`src/smx_pkg.sv`:
```
// Shared opcodes, status codes, types and defaults of the stack machine execute unit.
`default_nettype none
package smx_pkg;

  localparam int STACK_DEPTH_DEF  = 1024;
  localparam int GLOBAL_DEPTH_DEF = 256;
  localparam logic [8:0] GIU_RESET = 9'd256;

  localparam logic [7:0] OP_HALT  = 8'd0;
  localparam logic [7:0] OP_PUSHC = 8'd1;
  localparam logic [7:0] OP_ADD   = 8'd2;
  localparam logic [7:0] OP_SUB   = 8'd3;
  localparam logic [7:0] OP_MUL   = 8'd4;
  localparam logic [7:0] OP_DIV   = 8'd5;
  localparam logic [7:0] OP_MOD   = 8'd6;
  localparam logic [7:0] OP_RDINT = 8'd7;
  localparam logic [7:0] OP_WRINT = 8'd8;
  localparam logic [7:0] OP_RDCHR = 8'd9;
  localparam logic [7:0] OP_WRCHR = 8'd10;
  localparam logic [7:0] OP_PUSHG = 8'd11;
  localparam logic [7:0] OP_POPG  = 8'd12;
  localparam logic [7:0] OP_ASF   = 8'd13;
  localparam logic [7:0] OP_RSF   = 8'd14;
  localparam logic [7:0] OP_PUSHL = 8'd15;
  localparam logic [7:0] OP_POPL  = 8'd16;
  localparam logic [7:0] OP_EQ    = 8'd17;
  localparam logic [7:0] OP_NE    = 8'd18;
  localparam logic [7:0] OP_LT    = 8'd19;
  localparam logic [7:0] OP_LE    = 8'd20;
  localparam logic [7:0] OP_GT    = 8'd21;
  localparam logic [7:0] OP_GE    = 8'd22;
  localparam logic [7:0] OP_JMP   = 8'd23;
  localparam logic [7:0] OP_BRF   = 8'd24;
  localparam logic [7:0] OP_BRT   = 8'd25;
  localparam logic [7:0] OP_CALL  = 8'd26;
  localparam logic [7:0] OP_RET   = 8'd27;
  localparam logic [7:0] OP_DROP  = 8'd28;
  localparam logic [7:0] OP_PUSHR = 8'd29;
  localparam logic [7:0] OP_POPR  = 8'd30;
  localparam logic [7:0] OP_DUP   = 8'd31;

  localparam logic [2:0] ST_OK     = 3'd0;
  localparam logic [2:0] ST_HALTED = 3'd1;
  localparam logic [2:0] ST_DIVZ   = 3'd2;
  localparam logic [2:0] ST_STACK  = 3'd3;
  localparam logic [2:0] ST_GLOBAL = 3'd4;

  localparam logic [1:0] KIND_NONE = 2'd0;
  localparam logic [1:0] KIND_INT  = 2'd1;
  localparam logic [1:0] KIND_CHR  = 2'd2;

  typedef struct packed {
    logic       start;
    logic [7:0] op;
  } alu_req_t;

  typedef struct packed {
    logic        done;
    logic [31:0] result;
  } alu_rsp_t;

endpackage
`default_nettype wire

```
`src/smx_alu.sv`:
```
// Shared arithmetic and compare unit: registered add, sub, mul, compare; bit-serial divide.
`default_nettype none
module smx_alu (
  input  wire logic            clk,
  input  wire logic            rst_n,
  input  wire smx_pkg::alu_req_t req,
  input  wire logic [31:0]     a,
  input  wire logic [31:0]     b,
  output smx_pkg::alu_rsp_t    rsp
);
  import smx_pkg::*;

  logic        busy_r, busy_nxt;
  logic        done_r, done_nxt;
  logic [5:0]  cnt_r, cnt_nxt;
  logic [32:0] rem_r, rem_nxt;
  logic [31:0] quo_r, quo_nxt;
  logic [31:0] dvs_r, dvs_nxt;
  logic        negq_r, negq_nxt;
  logic        negr_r, negr_nxt;
  logic        mod_r, mod_nxt;
  logic [31:0] res_r, res_nxt;
  logic [32:0] rem_sh;
  logic [31:0] prod;

  assign prod = a * b;

  always_comb begin
    busy_nxt = busy_r;
    done_nxt = 1'b0;
    cnt_nxt  = cnt_r;
    rem_nxt  = rem_r;
    quo_nxt  = quo_r;
    dvs_nxt  = dvs_r;
    negq_nxt = negq_r;
    negr_nxt = negr_r;
    mod_nxt  = mod_r;
    res_nxt  = res_r;
    rem_sh   = {rem_r[31:0], quo_r[31]};
    if (busy_r) begin
      if (cnt_r != 6'd0) begin
        quo_nxt = {quo_r[30:0], 1'b0};
        if (rem_sh >= {1'b0, dvs_r}) begin
          rem_nxt    = rem_sh - {1'b0, dvs_r};
          quo_nxt[0] = 1'b1;
        end else begin
          rem_nxt = rem_sh;
        end
        cnt_nxt = cnt_r - 6'd1;
      end else begin
        if (mod_r) begin
          res_nxt = negr_r ? (32'd0 - rem_r[31:0]) : rem_r[31:0];
        end else begin
          res_nxt = negq_r ? (32'd0 - quo_r) : quo_r;
        end
        busy_nxt = 1'b0;
        done_nxt = 1'b1;
      end
    end else if (req.start) begin
      if (req.op == OP_DIV || req.op == OP_MOD) begin
        busy_nxt = 1'b1;
        cnt_nxt  = 6'd32;
        rem_nxt  = 33'd0;
        quo_nxt  = a[31] ? (32'd0 - a) : a;
        dvs_nxt  = b[31] ? (32'd0 - b) : b;
        negq_nxt = a[31] ^ b[31];
        negr_nxt = a[31];
        mod_nxt  = (req.op == OP_MOD);
      end else begin
        done_nxt = 1'b1;
        unique case (req.op)
          OP_ADD:  res_nxt = a + b;
          OP_SUB:  res_nxt = a - b;
          OP_MUL:  res_nxt = prod;
          OP_EQ:   res_nxt = {31'd0, a == b};
          OP_NE:   res_nxt = {31'd0, a != b};
          OP_LT:   res_nxt = {31'd0, $signed(a) < $signed(b)};
          OP_LE:   res_nxt = {31'd0, $signed(a) <= $signed(b)};
          OP_GT:   res_nxt = {31'd0, $signed(a) > $signed(b)};
          OP_GE:   res_nxt = {31'd0, $signed(a) >= $signed(b)};
          default: res_nxt = 32'd0;
        endcase
      end
    end
  end

  always_ff @(posedge clk) begin
    if (!rst_n) begin
      busy_r <= 1'b0;
      done_r <= 1'b0;
      cnt_r  <= 6'd0;
    end else begin
      busy_r <= busy_nxt;
      done_r <= done_nxt;
      cnt_r  <= cnt_nxt;
    end
    rem_r  <= rem_nxt;
    quo_r  <= quo_nxt;
    dvs_r  <= dvs_nxt;
    negq_r <= negq_nxt;
    negr_r <= negr_nxt;
    mod_r  <= mod_nxt;
    res_r  <= res_nxt;
  end

  assign rsp.done   = done_r;
  assign rsp.result = res_r;
endmodule
`default_nettype wire

```
`config.mk`:
```
export PLATFORM = sky130hd
export DESIGN_NAME = smx_alu
export DESIGN_NICKNAME = d
export VERILOG_FILES = /design/src/smx_pkg.sv /design/src/smx_alu.sv
export SDC_FILE = /design/constraint.sdc
export NUM_CORES = 2
export LEC_CHECK = 0
export BUFFER_PORTS_ARGS = -buffer_cell sky130_fd_sc_hd__buf_2
export CORE_UTILIZATION = 60
export DETAILED_ROUTE_END_ITERATION = 8
export GPL_ROUTABILITY_DRIVEN = 1
export PLACE_DENSITY = 0.9
export SETUP_SLACK_MARGIN = 0.15
export SYNTH_ARGS = -nofsm -noshare
export SYNTH_HDL_FRONTEND = slang
export SYNTH_SLANG_ARGS = --single-unit
```
`constraint.sdc`:
```
create_clock -name clk -period 21 [get_ports clk]
set_input_delay 1.05 -clock clk [delete_from_list [all_inputs] [get_ports clk]]
set_output_delay 1.05 -clock clk [all_outputs]
set_load 0.01 [all_outputs]
```
==> flow_metrics.py <==
metrics = {
    "sta": {
        "fin_ws_ns": 12.65,
        "whs_ns": 0.5473,
        "setup-violations-final": 0,
        "relSlewSlack_pct": 23.14,
        "skew_ns": 0.01514,
        "slew_viol_final": 0,
        "worstMarginPinSlew_ns": 1.149,
        "min_period_ns": 8.348,
        "finalCritPeriodShare_pct": 39.75,
        "tns_ns": 0,
        "grt_setup_unrepaired": "false",
        "hold_violations": 0,
        "maxClockFrequency_mhz": 119.8,
    },
    "place": {
        "pre_cts_slack_ns": 12.47,
        "io_buffers": 107,
        "gp_congestion": 1.026,
        "hpwl_mm": 68.04,
    },
    "die": {
        "die_height_um": 222.7,
        "row_count": 80,
        "ios": 108,
        "fp.dieArea_um2": 49590,
        "core_area_um2": 47850,
        "start_util_pct": 61.07,
        "dieWidth_um": 222.7,
    },
    "global_route": {
        "grt_pass1_vias": 26320,
        "antenna_found_initial": 7,
        "grt_max_degree": 79,
        "grt_usage_pct": 37.29,
        "grt_pass1_wl_mm": 143.1,
        "grt_overflow_total": 0,
    },
    "clock_network": {
        "cts_tree": "built",
        "cts.hold.buffers_added": 0,
        "clock_sinks": 139,
        "clock_path_buffers": 2,
        "cts_root_buf": "clkbuf_16",
        "insertion_delay_ns": 0.44,
        "cts_resized": 0,
        "htreeDepth": 4,
        "postCtsSetupBuffers": 0,
        "numCtsBuffers": 17,
        "path_clk_slew_ns": 0.06,
    },
    "finish": {
        "final_util_pct": 63.78,
        "register_area_um2": 4098,
        "nNetsFinal": 4053,
        "multi_input_area_um2": 22630,
        "areaGrowthSynthToFinish_pct": 4.432,
        "fillCellCount": 3712,
        "drive_gt1_share_pct": 5.155,
    },
    "critical_path": {
        "reg2reg_slack_ns": 16.74,
        "cp_max_fo": 33,
        "end_kind": "register",
        "cp.arrival_ns": 8.53,
        "path_class": "primary input to register",
        "critPathRequiredTime_ns": 21.18,
        "startpoint_type": "primary input",
    },
    "min_path": {
        "hold_class": "register to register",
    },
    "synth": {
        "synth_edf_count": 131,
        "post-synth-top-count-cell": "inv_1",
        "ys_top_cells_by_count": "inv_1 (482), fa_1 (411), nand2_1 (399)",
        "synthTopCellsByArea": "fa_1 (28%), edfxtp_1 (13%), ha_1 (9.6%)",
        "synth_area_um2": 29220,
        "syn-num-nets": 4104,
        "synthCells": 3394,
        "ys_types": 75,
        "yosysTopAreaCell": "fa_1",
        "synth_seq_cells": 139,
        "synth-warning-count": 0,
        "netlist.area_leader.share_pct": 28.16,
        "synth_area_per_cell_um2": 8.610,
        "ys_async_sr_fraction_pct": 0,
        "ys_seq_area_share_pct": 14.01,
        "synth_flop_cell": "edfxtp_1",
    },
    "detailed_routing": {
        "vias": 25660,
        "wl_per_cell_um": 22.91,
        "drtIter0Drc": 3570,
        "wirelength_mm": 91.11,
        "dr.pass1.iters": 8,
        "via_per_inst": 6.453,
        "drc": 0,
        "ant_nets": 0,
    },
    "job": {
        "cap_viol_max_count": 0,
    },
    "run_status": {
        "status": "finished clean",
    },
}
==> layout make-up <==
type	instances	share of cell area, %
Clock inverter	12	0.4551
Clock buffer	20	1.431
Inverter	483	5.941
Tap cell	615	2.522
Antenna cell	6	0.04920
Sequential cell	139	13.43
Timing Repair Buffer	118	2.025
Multi-Input combinational cell	2584	74.15
==> cell families after synthesis <==
kind of cell | Yosys count | share of synthesized area, %
xor gates and xnor gates | 263 | 7.883
DFF | 139 | 14.01
adders and majority gates | 635 | 37.75
AOI/OAI and AO/OA | 594 | 13.01
and+or+nand+nor | 1079 | 18.24
buffers and inverters | 671 | 8.658
muxes | 13 | 0.4496
==> per-layer routing <==
layer	track usage [%]	up-vias	share of wire [%]
met3	10.41	511	13
met5	0	-	0.037
met4	23.92	6	7.5
li1	-	10950	-
met2	58.33	1920	44
met1	45.43	12280	35
==> critical path: stages <==
cell and delay, ns:
buf_2 0.68, and2_1 0.26, fa_1 0.42, inv_1 0.08
fa_1 0.46, fa_1 0.53, inv_1 0.08, fa_1 0.49
ha_1 0.30, ha_1 0.28, inv_1 0.05, fa_1 0.48
inv_1 0.05, fa_1 0.45, ha_1 0.40, o21ai_0 0.13
nand2b_1 0.12, o2111ai_1 0.18, o21ai_0 0.63, o21bai_1 0.22
o21a_1 0.25, o21ai_0 0.23, xnor2_1 0.24, o21ai_0 0.14
a311o_1 0.29
==> registers in the layout (all words and copies together) (netlist names) <==
signal  count
rem_r      32
cnt_r       6
negr_r      1
mod_r       1
negq_r      1
busy_r      1
done_r      1
quo_r      32
res_r      32
dvs_r      32
==> through the flow <==
stage | area (µm²) | instances
after global placement | 29930 | 3939
after global routing | 30510 | 3974
after floorplan | 29220 | 3394
final | 30520 | 3977
after detailed placement | 29930 | 3939
after CTS | 30500 | 3971
==> layout by cell type, fill, tap and decap left out, drive strengths merged, types with 7 or more instances in the layout <==
cell type	n
fa	411
xor2	94
a211o	11
clkbuf	20
o41ai	20
nor2b	22
mux2i	12
a211oi	14
dfxtp	8
a2111oi	7
o21ai	197
or3	31
nand2	399
nand3	33
nor2	163
o22ai	8
a22oi	11
a221oi	15
ha	224
nand4	16
xnor2	169
o31ai	47
nor4	15
or4	14
nand2b	29
or2	14
inv	486
and2	285
o21bai	14
o211ai	18
a22o	7
edfxtp	131
nor3	39
a21oi	128
buf	118
o21a	17
a21o	22
==> final timing paths <==
check / from / cells after the start / to
setup / recovery: b[3] / 25 / res_r[29]$_DFFE_PP_
hold / removal: cnt_r[3]$_SDFFE_PN0P_ / 2 / cnt_r[3]$_SDFFE_PN0P_
setup reg to reg: rem_r[7]$_SDFFCE_PN0P_ / 11 / quo_r[0]$_DFFE_PP_
hold reg to reg: cnt_r[3]$_SDFFE_PN0P_ / 2 / cnt_r[3]$_SDFFE_PN0P_
Power is left out: the tool's default activity adds up to more than one toggle a clock period on the data nets, which glitch-free logic cannot reach.
